`config.mk`:
```
export PLATFORM = sky130hd
export DESIGN_NAME = pushbutton_edge_debouncer_core_flat
export DESIGN_NICKNAME = d
export VERILOG_FILES = /design/src/rtl/pbd_pkg.sv /design/src/rtl/pbd_req_if.sv /design/src/rtl/pbd_rsp_if.sv /design/src/rtl/pbd_input_stage.sv /design/src/rtl/pbd_pin_logic.sv /design/src/rtl/pushbutton_edge_debouncer_core.sv /design/src/flat_wrapper.sv
export SDC_FILE = /design/constraint.sdc
export NUM_CORES = 1
export LEC_CHECK = 0
export BUFFER_PORTS_ARGS = -buffer_cell sky130_fd_sc_hd__buf_2
export CORE_MARGIN = 1.5
export CORE_UTILIZATION = 55
export DETAILED_ROUTE_END_ITERATION = 16
export GPL_TIMING_DRIVEN = 0
export PLACE_DENSITY = 0.82
export SLEW_MARGIN = 20
export SYNTH_ARGS = -nofsm -noshare
export SYNTH_HDL_FRONTEND = slang
export SYNTH_SLANG_ARGS = --single-unit
```
`constraint.sdc`:
```
create_clock -name clock -period 4.35 [get_ports clock]
set_clock_uncertainty 0.15 [all_clocks]
set_input_delay 0.87 -clock clock [delete_from_list [all_inputs] [get_ports clock]]
set_output_delay 0.87 -clock clock [all_outputs]
set_load 0.02 [all_outputs]
```
`src/rtl/pbd_pkg.sv`:
```
// Shared types and constants of the pushbutton edge debouncer.
package pbd_pkg;

   localparam int ACTION_W = 2;
   localparam int PIN_W    = 3;
   localparam int COUNT_W  = 16;

   // Number of pins that the pin field can address.
   localparam int PIN_SPACE = 1 << PIN_W;

   localparam logic [COUNT_W-1:0] LOCKOUT_RESET = 16'd20;

   localparam logic [ACTION_W-1:0] ACTION_DC        = 2'd0;
   localparam logic [ACTION_W-1:0] ACTION_AC_EDGE   = 2'd1;
   localparam logic [ACTION_W-1:0] ACTION_AC_EXPIRY = 2'd2;

   typedef struct packed {
      logic [ACTION_W-1:0] action;
      logic [PIN_W-1:0]    pin;
      logic                level;
      logic                edge_select;
   } pbd_item_type;

   // Per-pin state and latch updates decided for one item.
   typedef struct packed {
      logic               flag;
      logic               count_we;
      logic [COUNT_W-1:0] count_next;
      logic               prev_we;
      logic               prev_next;
      logic               latch_pin_we;
      logic               latch_edge_we;
   } pbd_update_type;

endpackage

```
`src/rtl/pbd_req_if.sv`:
```
// Input channel of the debouncer: one sampling tick of one pin per item.
interface pbd_req_if;
   logic                         valid;
   logic                         ready;
   logic [pbd_pkg::ACTION_W-1:0] action;
   logic [pbd_pkg::PIN_W-1:0]    pin;
   logic                         level;
   logic                         edge_select;

   modport source (output valid, action, pin, level, edge_select, input ready);
   modport sink   (input valid, action, pin, level, edge_select, output ready);
endinterface

```
`src/rtl/pbd_rsp_if.sv`:
```
// Result channel of the debouncer: event flag and latched pin and edge.
interface pbd_rsp_if;
   logic                      valid;
   logic                      ready;
   logic                      event_res;
   logic [pbd_pkg::PIN_W-1:0] event_pin;
   logic                      event_edge;

   modport source (output valid, event_res, event_pin, event_edge, input ready);
   modport sink   (input valid, event_res, event_pin, event_edge, output ready);
endinterface

```
`src/rtl/pbd_input_stage.sv`:
```
// Input register of the debouncer with its valid flag and ready logic.
module pbd_input_stage (
   input  logic                  clock,
   input  logic                  reset,
   input  logic                  in_valid,
   output logic                  in_ready,
   input  pbd_pkg::pbd_item_type in_item,
   input  logic                  advance,
   output logic                  item_valid,
   output pbd_pkg::pbd_item_type item
);
   import pbd_pkg::*;

   logic         valid_ff;
   logic         valid_in;
   pbd_item_type item_ff;

   // The register takes a new item when it is empty or its item moves on.
   assign in_ready = !valid_ff || advance;

   always_comb begin
      valid_in = valid_ff;
      if (in_ready) begin
         valid_in = in_valid;
      end
   end

   always_ff @(posedge clock) begin
      if (reset) begin
         valid_ff <= 1'b0;
      end else begin
         valid_ff <= valid_in;
      end
   end

   always_ff @(posedge clock) begin
      if (in_ready && in_valid) begin
         item_ff <= in_item;
      end
   end

   assign item_valid = valid_ff;
   assign item       = item_ff;
endmodule

```
`src/rtl/pbd_pin_logic.sv`:
```
// Lockout and edge decision for one pin tick in the dc and ac modes.
module pbd_pin_logic (
   input  pbd_pkg::pbd_item_type       item,
   input  logic                        pin_active,
   input  logic [pbd_pkg::COUNT_W-1:0] count,
   input  logic                        prev,
   input  logic [pbd_pkg::COUNT_W-1:0] lockout_ticks,
   output pbd_pkg::pbd_update_type     update
);
   import pbd_pkg::*;

   logic               sel_edge;
   logic               locked;
   logic [COUNT_W-1:0] count_dec;

   assign sel_edge  = (item.level == item.edge_select) && (prev != item.edge_select);
   assign locked    = (count != '0);
   assign count_dec = count - COUNT_W'(1);

   always_comb begin
      update = '0;
      update.prev_next = item.level;
      if (pin_active) begin
         case (item.action)
            ACTION_DC: begin
               if (locked) begin
                  // The level is not tracked while the dc lockout runs.
                  update.count_we   = 1'b1;
                  update.count_next = count_dec;
               end else begin
                  update.prev_we = 1'b1;
                  if (item.level != prev) begin
                     update.flag          = 1'b1;
                     update.latch_pin_we  = 1'b1;
                     update.latch_edge_we = 1'b1;
                     update.count_we      = 1'b1;
                     update.count_next    = lockout_ticks;
                  end
               end
            end
            ACTION_AC_EDGE, ACTION_AC_EXPIRY: begin
               update.prev_we = 1'b1;
               if (locked) begin
                  // A selected edge restarts the lockout; expiry is still seen.
                  update.count_we   = 1'b1;
                  update.count_next = sel_edge ? lockout_ticks : count_dec;
                  update.flag       = (item.action == ACTION_AC_EXPIRY) && (count_dec == '0);
               end else if (sel_edge) begin
                  update.count_we     = 1'b1;
                  update.count_next   = lockout_ticks;
                  update.latch_pin_we = 1'b1;
                  update.flag         = (item.action == ACTION_AC_EDGE);
               end
            end
            default: begin
               update.prev_we = 1'b0;
            end
         endcase
      end
   end
endmodule

```
`src/rtl/pushbutton_edge_debouncer_core.sv`:
```
// Top level of the pushbutton edge debouncer: pin state, latches and result register.
//
// Each item on req_if is one sampling tick of one pin: its mode (action), pin
// index, sampled level and, for the ac modes, the edge to watch. Every item
// gives exactly one item on rsp_if: the event flag for that tick and the pin
// and edge latched at the most recent accepted edge, as they stand after it.
// The user must write the lockout length through csr_wr_en and csr_wr_data only
// while the block is idle; the block does not enforce this. It resets to 20 ticks.
// An item is registered on acceptance and evaluated from the input register
// against the per-pin lockout timer and previous level, which are updated at the
// same edge that loads the result register. One item is taken every cycle while
// the result register is not held: the state of a pin is read and written back
// at the edge that retires its item, so an item for the same pin right behind
// sees the updated state.
// When rsp_if.ready is low the result register holds, the input register
// fills, and req_if.ready falls once both are occupied.
// Synchronous reset empties both registers and clears all timers, previous
// levels, the latched pin and edge, and reloads the lockout length.
// Pins at or above PIN_COUNT and the unused mode change no state.
module pushbutton_edge_debouncer_core #(
   parameter int PIN_COUNT = 8
) (
   input  logic                        clock,
   input  logic                        reset,
   pbd_req_if.sink                     req_if,
   pbd_rsp_if.source                   rsp_if,
   input  logic                        csr_wr_en,
   input  logic [pbd_pkg::COUNT_W-1:0] csr_wr_data
);
   import pbd_pkg::*;

   // Only pins that the pin field can address get storage.
   localparam int DEPTH = (PIN_COUNT < PIN_SPACE) ? PIN_COUNT : PIN_SPACE;
   localparam int IDX_W = (DEPTH > 1) ? $clog2(DEPTH) : 1;

   logic [COUNT_W-1:0] lockout_ticks_ff;

   logic [COUNT_W-1:0] count_ff [DEPTH];
   logic               prev_ff  [DEPTH];
   logic [PIN_W-1:0]   latched_pin_ff;
   logic               latched_edge_ff;
   logic [PIN_W-1:0]   latched_pin_in;
   logic               latched_edge_in;

   logic               res_valid_ff;
   logic               res_valid_in;
   logic               res_flag_ff;
   logic [PIN_W-1:0]   res_pin_ff;
   logic               res_edge_ff;

   pbd_item_type       in_item;
   pbd_item_type       item;
   logic               item_valid;
   logic               advance;
   logic               pin_active;
   logic [IDX_W-1:0]   pin_idx;
   logic [COUNT_W-1:0] count_cur;
   logic               prev_cur;
   logic               fire;
   pbd_update_type     update;

   assign in_item.action      = req_if.action;
   assign in_item.pin         = req_if.pin;
   assign in_item.level       = req_if.level;
   assign in_item.edge_select = req_if.edge_select;

   // The evaluated item moves into the result register once that is free.
   assign advance = !res_valid_ff || rsp_if.ready;
   assign fire    = item_valid && advance;

   pbd_input_stage u_input_stage (
      .clock      (clock),
      .reset      (reset),
      .in_valid   (req_if.valid),
      .in_ready   (req_if.ready),
      .in_item    (in_item),
      .advance    (advance),
      .item_valid (item_valid),
      .item       (item)
   );

   // Out-of-range pins never index the state; they read entry zero harmlessly.
   assign pin_active = (32'(item.pin) < PIN_COUNT);
   assign pin_idx    = pin_active ? item.pin[IDX_W-1:0] : '0;
   assign count_cur  = count_ff[pin_idx];
   assign prev_cur   = prev_ff[pin_idx];

   pbd_pin_logic u_pin_logic (
      .item          (item),
      .pin_active    (pin_active),
      .count         (count_cur),
      .prev          (prev_cur),
      .lockout_ticks (lockout_ticks_ff),
      .update        (update)
   );

   always_comb begin
      latched_pin_in  = latched_pin_ff;
      latched_edge_in = latched_edge_ff;
      if (update.latch_pin_we) begin
         latched_pin_in = item.pin;
      end
      if (update.latch_edge_we) begin
         latched_edge_in = item.level;
      end
   end

   always_ff @(posedge clock) begin
      if (reset) begin
         lockout_ticks_ff <= LOCKOUT_RESET;
      end else if (csr_wr_en) begin
         lockout_ticks_ff <= csr_wr_data;
      end
   end

   // Per-pin timers and previous levels, written back as each item retires.
   always_ff @(posedge clock) begin
      if (reset) begin
         for (int i = 0; i < DEPTH; i++) begin
            count_ff[i] <= '0;
            prev_ff[i]  <= 1'b0;
         end
         latched_pin_ff  <= '0;
         latched_edge_ff <= 1'b0;
      end else if (fire) begin
         if (update.count_we) begin
            count_ff[pin_idx] <= update.count_next;
         end
         if (update.prev_we) begin
            prev_ff[pin_idx] <= update.prev_next;
         end
         latched_pin_ff  <= latched_pin_in;
         latched_edge_ff <= latched_edge_in;
      end
   end

   always_comb begin
      res_valid_in = res_valid_ff;
      if (advance) begin
         res_valid_in = item_valid;
      end
   end

   always_ff @(posedge clock) begin
      if (reset) begin
         res_valid_ff <= 1'b0;
      end else begin
         res_valid_ff <= res_valid_in;
      end
   end

   always_ff @(posedge clock) begin
      if (fire) begin
         res_flag_ff <= update.flag;
         res_pin_ff  <= latched_pin_in;
         res_edge_ff <= latched_edge_in;
      end
   end

   assign rsp_if.valid      = res_valid_ff;
   assign rsp_if.event_res  = res_flag_ff;
   assign rsp_if.event_pin  = res_pin_ff;
   assign rsp_if.event_edge = res_edge_ff;
endmodule

```
`src/flat_wrapper.sv`:
```
// flat-port wrapper written by rule: the top's interface ports become plain ports
module pushbutton_edge_debouncer_core_flat import pbd_pkg::*;
#(
   parameter int PIN_COUNT = 8
)
  (clock, reset, csr_wr_en, csr_wr_data, req_if_valid, req_if_action, req_if_pin, req_if_level, req_if_edge_select, req_if_ready, rsp_if_valid, rsp_if_event_res, rsp_if_event_pin, rsp_if_event_edge, rsp_if_ready);
  pbd_req_if req_if_i ();
  pbd_rsp_if rsp_if_i ();
  input  logic clock;
  input  logic reset;
  input  logic csr_wr_en;
  input  logic [pbd_pkg::COUNT_W-1:0] csr_wr_data;
  input wire logic [$bits(req_if_i.valid)-1:0] req_if_valid;
  input wire logic [$bits(req_if_i.action)-1:0] req_if_action;
  input wire logic [$bits(req_if_i.pin)-1:0] req_if_pin;
  input wire logic [$bits(req_if_i.level)-1:0] req_if_level;
  input wire logic [$bits(req_if_i.edge_select)-1:0] req_if_edge_select;
  output wire logic [$bits(req_if_i.ready)-1:0] req_if_ready;
  output wire logic [$bits(rsp_if_i.valid)-1:0] rsp_if_valid;
  output wire logic [$bits(rsp_if_i.event_res)-1:0] rsp_if_event_res;
  output wire logic [$bits(rsp_if_i.event_pin)-1:0] rsp_if_event_pin;
  output wire logic [$bits(rsp_if_i.event_edge)-1:0] rsp_if_event_edge;
  input wire logic [$bits(rsp_if_i.ready)-1:0] rsp_if_ready;
  assign req_if_i.valid = req_if_valid;
  assign req_if_i.action = req_if_action;
  assign req_if_i.pin = req_if_pin;
  assign req_if_i.level = req_if_level;
  assign req_if_i.edge_select = req_if_edge_select;
  assign req_if_ready = req_if_i.ready;
  assign rsp_if_valid = rsp_if_i.valid;
  assign rsp_if_event_res = rsp_if_i.event_res;
  assign rsp_if_event_pin = rsp_if_i.event_pin;
  assign rsp_if_event_edge = rsp_if_i.event_edge;
  assign rsp_if_i.ready = rsp_if_ready;
  pushbutton_edge_debouncer_core #(.PIN_COUNT(PIN_COUNT)) u_core (.clock(clock), .reset(reset), .req_if(req_if_i), .rsp_if(rsp_if_i), .csr_wr_en(csr_wr_en), .csr_wr_data(csr_wr_data));
endmodule
```
==> impl_results.md <==
- Post-placement setup slack: -1.17 ns
- Average wire per cell in the routed design: 23.3 um
- Number of buffers inserted by port buffering: 33
- Fin cells: 902
- Peak fanout along the critical path: 10
- Initial Utilization: 55.9%
- Last element of the critical path: u_core.count_ff[4][12]$_SDFFCE_PN0P_
- Cell internal pwr: 2.91 mW
- Count of synthesis-stage warnings from yosys: 0
- Power spent charging and discharging nets: 1.10 mW
- Total DRC errors in the routed layout: 0
- Type of element capturing the critical path: register
- CP required: 4.35 ns
- Status: finished clean
- Initial DRC count: 640
- Part of the total power dissipated in combinational logic: 16.2%
- Cts bufs inserted: 17
- Via count of the first global-routing pass: 5945
- Number of hold violations in the final report: 0
- Clock transition at path regs: 0.07 ns
- Transition time of the tightest slew-check pin: 0.864 ns
- Final Critical Period: 4.27 ns
- Portion of the post-synthesis area used by sequential elements: 58.7%
- Area share of the leading cell type in the synthesized netlist: 52.7%
- Worst Slack Setup Final: 0.0808 ns
- Floorplan die area: 16100 um^2
- Unrepaired setup endpoints after global routing: yes
- Max-slew violation total from the final report: 0
- Period Utilization, post-route: 98.1%
- Overall power after layout: 4.00 mW
- Clock sink count: 173
- Normalized max-slew margin: 42.4%
- Synth Register Bits: 173
- Power density over the cells: 411 nW/um^2
- Die Wd: 127 um
- Count of flip-flops with a built-in enable after synthesis: 148
- Insertion delay of the later-clocked pin in the worst-skew pair: 0.43 ns
- Row count: 45
- Number of nets in the synthesized netlist: 665
- Met2 Resource Use GR: 46.2%
- Sequential cell area: 4950 um^2
- TritonCTS clock tree: yes
- Fraction of layout cells with a size suffix above 1: 29.0%
- Distinct cell type count of the synthesized netlist: 56
- Largest incremental delay on the critical path: 0.54 ns
- Reg-to-reg endpoint: u_core.count_ff[4][12]$_SDFFCE_PN0P_
- Initial antenna violation count: 0
- Net count reported at finish: 736
- Antenna diode count: 0
- Number of fillers in the final layout: 978
- Max Freq: 234 MHz
- Leading cell type in the layout, fill and taps excluded: sky130_fd_sc_hd__edfxtp_1
- Worst VDD drop: 0.271 mV
- Routed Antenna Nets: 0
- Synth top area cells: sky130_fd_sc_hd__edfxtp_1 (53%), sky130_fd_sc_hd__mux4_2 (8.8%), sky130_fd_sc_hd__nor2_1 (6.0%)
- Highest-count cells in the layout ignoring fill and taps: sky130_fd_sc_hd__edfxtp_1 (148), sky130_fd_sc_hd__nor2_1 (134), sky130_fd_sc_hd__buf_2 (36)
- Layout overhead on the synthesized area: 15.6%
- Die Span Y: 127 um
- Average cell area after synthesis: 13.4 um^2
- Inst Count DP: 852
- Data arrival time of the critical path: 4.27 ns
- Root Driver: sky130_fd_sc_hd__clkbuf_16
- Detailed-routing iteration count for the pre-antenna-repair pass: 5
- Slack of the worst reg-to-reg path: 0.08 ns
- Cell type contributing the most total cell area after synthesis: sky130_fd_sc_hd__edfxtp_1
- Static leakage power: 3.45 nW
- All-Layer GR Usage: 26.6%
- Final standard cell utilization of the core: 64.6%
- Routability congestion estimate: 0.877
- Area of the core region: 15100 um^2
- Area of the multi-input gates: 3380 um^2
- Vias: 5825
- Critical path's most frequent cell: sky130_fd_sc_hd__buf_6
- Clock share of power: 36.4%
- Half-perimeter wire length after detailed placement: 13900 um
- Deepest clock path buffer count: 2
- Number of max-cap violations: 0
- Cell at the slowest stage of the critical path: sky130_fd_sc_hd__or4_1
- Share of async-settable or async-resettable flops after synthesis: 0%
- GR Layer Usage met3: 5.65%
- Maximum number of pins on one net before global-route repair: 17
- Cell Area, Synth: 8430 um^2
- CP Cell Sequence: buf_6 > buf_6 > mux2i_2 > mux4_2 > ha_2 > nand3_4 > or4_1 > buf_4 > o311a_1 > buf_6 > o211ai_4 > buf_6 > nor2_1
- Count of final setup violators: 0
- Type of the setup path with the least slack: register to register
- Launching element type of the critical path: register
- Post-CTS Hold Fix Bufs: 0
- Max H-tree Level: 4
- Remaining global-route overflow: 0
- Vias per Instance: 6.46
- Detailed Route WL: 21000 um
- Predominant post-synthesis flop cell: sky130_fd_sc_hd__edfxtp_1
- Worst reg-to-reg path cell count: 13
- Cell count after synthesis: 631
- Power share of the sequential group: 47.4%
- Count of boundary I/O pins: 35
- Switching portion of total power: 27.4%
- Wire length of the first global-routing pass: 31600 um
- Global routing's busiest layer: met2
- Class of the tightest hold or removal check: register to register
- GR met1 Demand/Resource: 31.7%
==> cells in the mapped netlist, types with 3 or more instances <==
cell type and n:
sky130_fd_sc_hd__dfxtp_1 25, sky130_fd_sc_hd__mux4_2 33, sky130_fd_sc_hd__a22oi_1 10, sky130_fd_sc_hd__edfxtp_1 148, sky130_fd_sc_hd__o21ai_1 3, sky130_fd_sc_hd__nor2b_1 5, sky130_fd_sc_hd__nor3_1 11, sky130_fd_sc_hd__ha_1 6
sky130_fd_sc_hd__nor4_1 13, sky130_fd_sc_hd__o21ai_0 5, sky130_fd_sc_hd__nand3_1 7, sky130_fd_sc_hd__nand2b_1 14, sky130_fd_sc_hd__or3_1 6, sky130_fd_sc_hd__nor2_1 135, sky130_fd_sc_hd__mux2_2 13, sky130_fd_sc_hd__o21a_1 3
sky130_fd_sc_hd__o21ai_4 4, sky130_fd_sc_hd__mux2i_1 34, sky130_fd_sc_hd__or2_2 3, sky130_fd_sc_hd__a21oi_1 25, sky130_fd_sc_hd__a21o_1 5, sky130_fd_sc_hd__buf_4 6, sky130_fd_sc_hd__inv_1 7, sky130_fd_sc_hd__buf_2 6
sky130_fd_sc_hd__xnor2_1 8, sky130_fd_sc_hd__mux2i_2 3, sky130_fd_sc_hd__o31a_1 5, sky130_fd_sc_hd__clkbuf_1 15, sky130_fd_sc_hd__a211oi_1 3, sky130_fd_sc_hd__nand2_1 23, sky130_fd_sc_hd__buf_6 9, sky130_fd_sc_hd__o211ai_4 3
sky130_fd_sc_hd__a32oi_1 3, sky130_fd_sc_hd__a31o_2 3
==> area by class of cell <==
type                            instances  area share (%)
Inverter                                8           0.308
Multi-Input combinational cell        412            34.7
Buffer                                 36            2.59
Timing Repair Buffer                   54            3.44
Tap cell                              188            2.41
Clock inverter                         13            1.35
Clock buffer                           18            4.41
Sequential cell                       173            50.8
==> registers in the layout, summed over array words and instances (netlist names), 3 cells and up, named ones only <==
signal	count
u_core.lockout_ticks_ff	16
u_core.u_input_stage.item	7
u_core.latched_pin_ff	3
u_core.count_ff	128
u_core.prev_ff	8
u_core.rsp_if.event_pin	3
==> routing by layer <==
metal  part of all wire [%]  vias up
met1                     35     2820
li1                       -     2532
met5                      0        -
met2                     51      396
met4                    4.1        0
met3                    9.3       77
==> power groups by stage <==
stage	logic [mW]	registers, mW	clock network [mW]
final	0.647	1.90	1.46
after global routing	0.678	1.90	1.52
after CTS	0.580	1.90	1.46
after detailed placement	0.564	1.93	0
after global placement	0.543	1.92	0
after floorplan	0.410	1.92	0
==> critical path, delay by kind of cell, from the launching register on <==
family | cells | cell delay (ns)
muxes | 2 | 0.62
DFF | 1 | 0.44
adders and majority gates | 1 | 0.26
AOI/OAI and AO/OA | 2 | 0.69
buffers and inverters | 5 | 1.02
and+or+nand+nor | 3 | 0.79
==> through the flow <==
stage                     TNS (ns)  cell area (um^2)  hold WS [ns]
final                            0              9740         0.375
after global routing       -0.0132              9740         0.398
after CTS                    -1.35              9580         0.367
after detailed placement   -210.44              8840         0.349
after global placement     -193.83              8840         0.320
after floorplan                  0              8440         0.306
==> kinds of logic after synthesis <==
group | count (synthesis) | share of synthesized area [%]
XOR/XNOR | 10 | 1.04
multiplexers | 85 | 15.6
buffers and inverters | 46 | 3.21
AO/OA/AOI/OAI | 88 | 8.55
adder cells (fa/ha/maj) | 6 | 0.891
flip-flops | 173 | 58.7
AND/OR/NAND/NOR | 223 | 12.0
==> what timing repair did <==
item | in CTS | in global routing
gates resized for setup | 23 | 21
pin swaps | 8 | 6
endpoints found under the setup margin | 278 | 261
setup buffers | 13 | 8
==> worst min-delay path by stage <==
stage,cells after the start,start,slack [ns],endpoint
after global placement,2,u_core.latched_pin_ff[0]$_SDFFE_PP0P_,0.32,u_core.latched_pin_ff[0]$_SDFFE_PP0P_
final,2,u_core.latched_pin_ff[0]$_SDFFE_PP0P_,0.38,u_core.latched_pin_ff[0]$_SDFFE_PP0P_
after global routing,2,u_core.u_input_stage.item_valid$_SDFFE_PP0N_,0.40,u_core.rsp_if.valid$_SDFFE_PP0P_
after CTS,2,u_core.lockout_ticks_ff[1]$_SDFFE_PP0P_,0.37,u_core.lockout_ticks_ff[1]$_SDFFE_PP0P_
after floorplan,2,u_core.latched_pin_ff[0]$_SDFFE_PP0P_,0.31,u_core.latched_pin_ff[0]$_SDFFE_PP0P_
after detailed placement,2,u_core.lockout_ticks_ff[1]$_SDFFE_PP0P_,0.35,u_core.lockout_ticks_ff[1]$_SDFFE_PP0P_
Power figures use the tool's default switching activity.
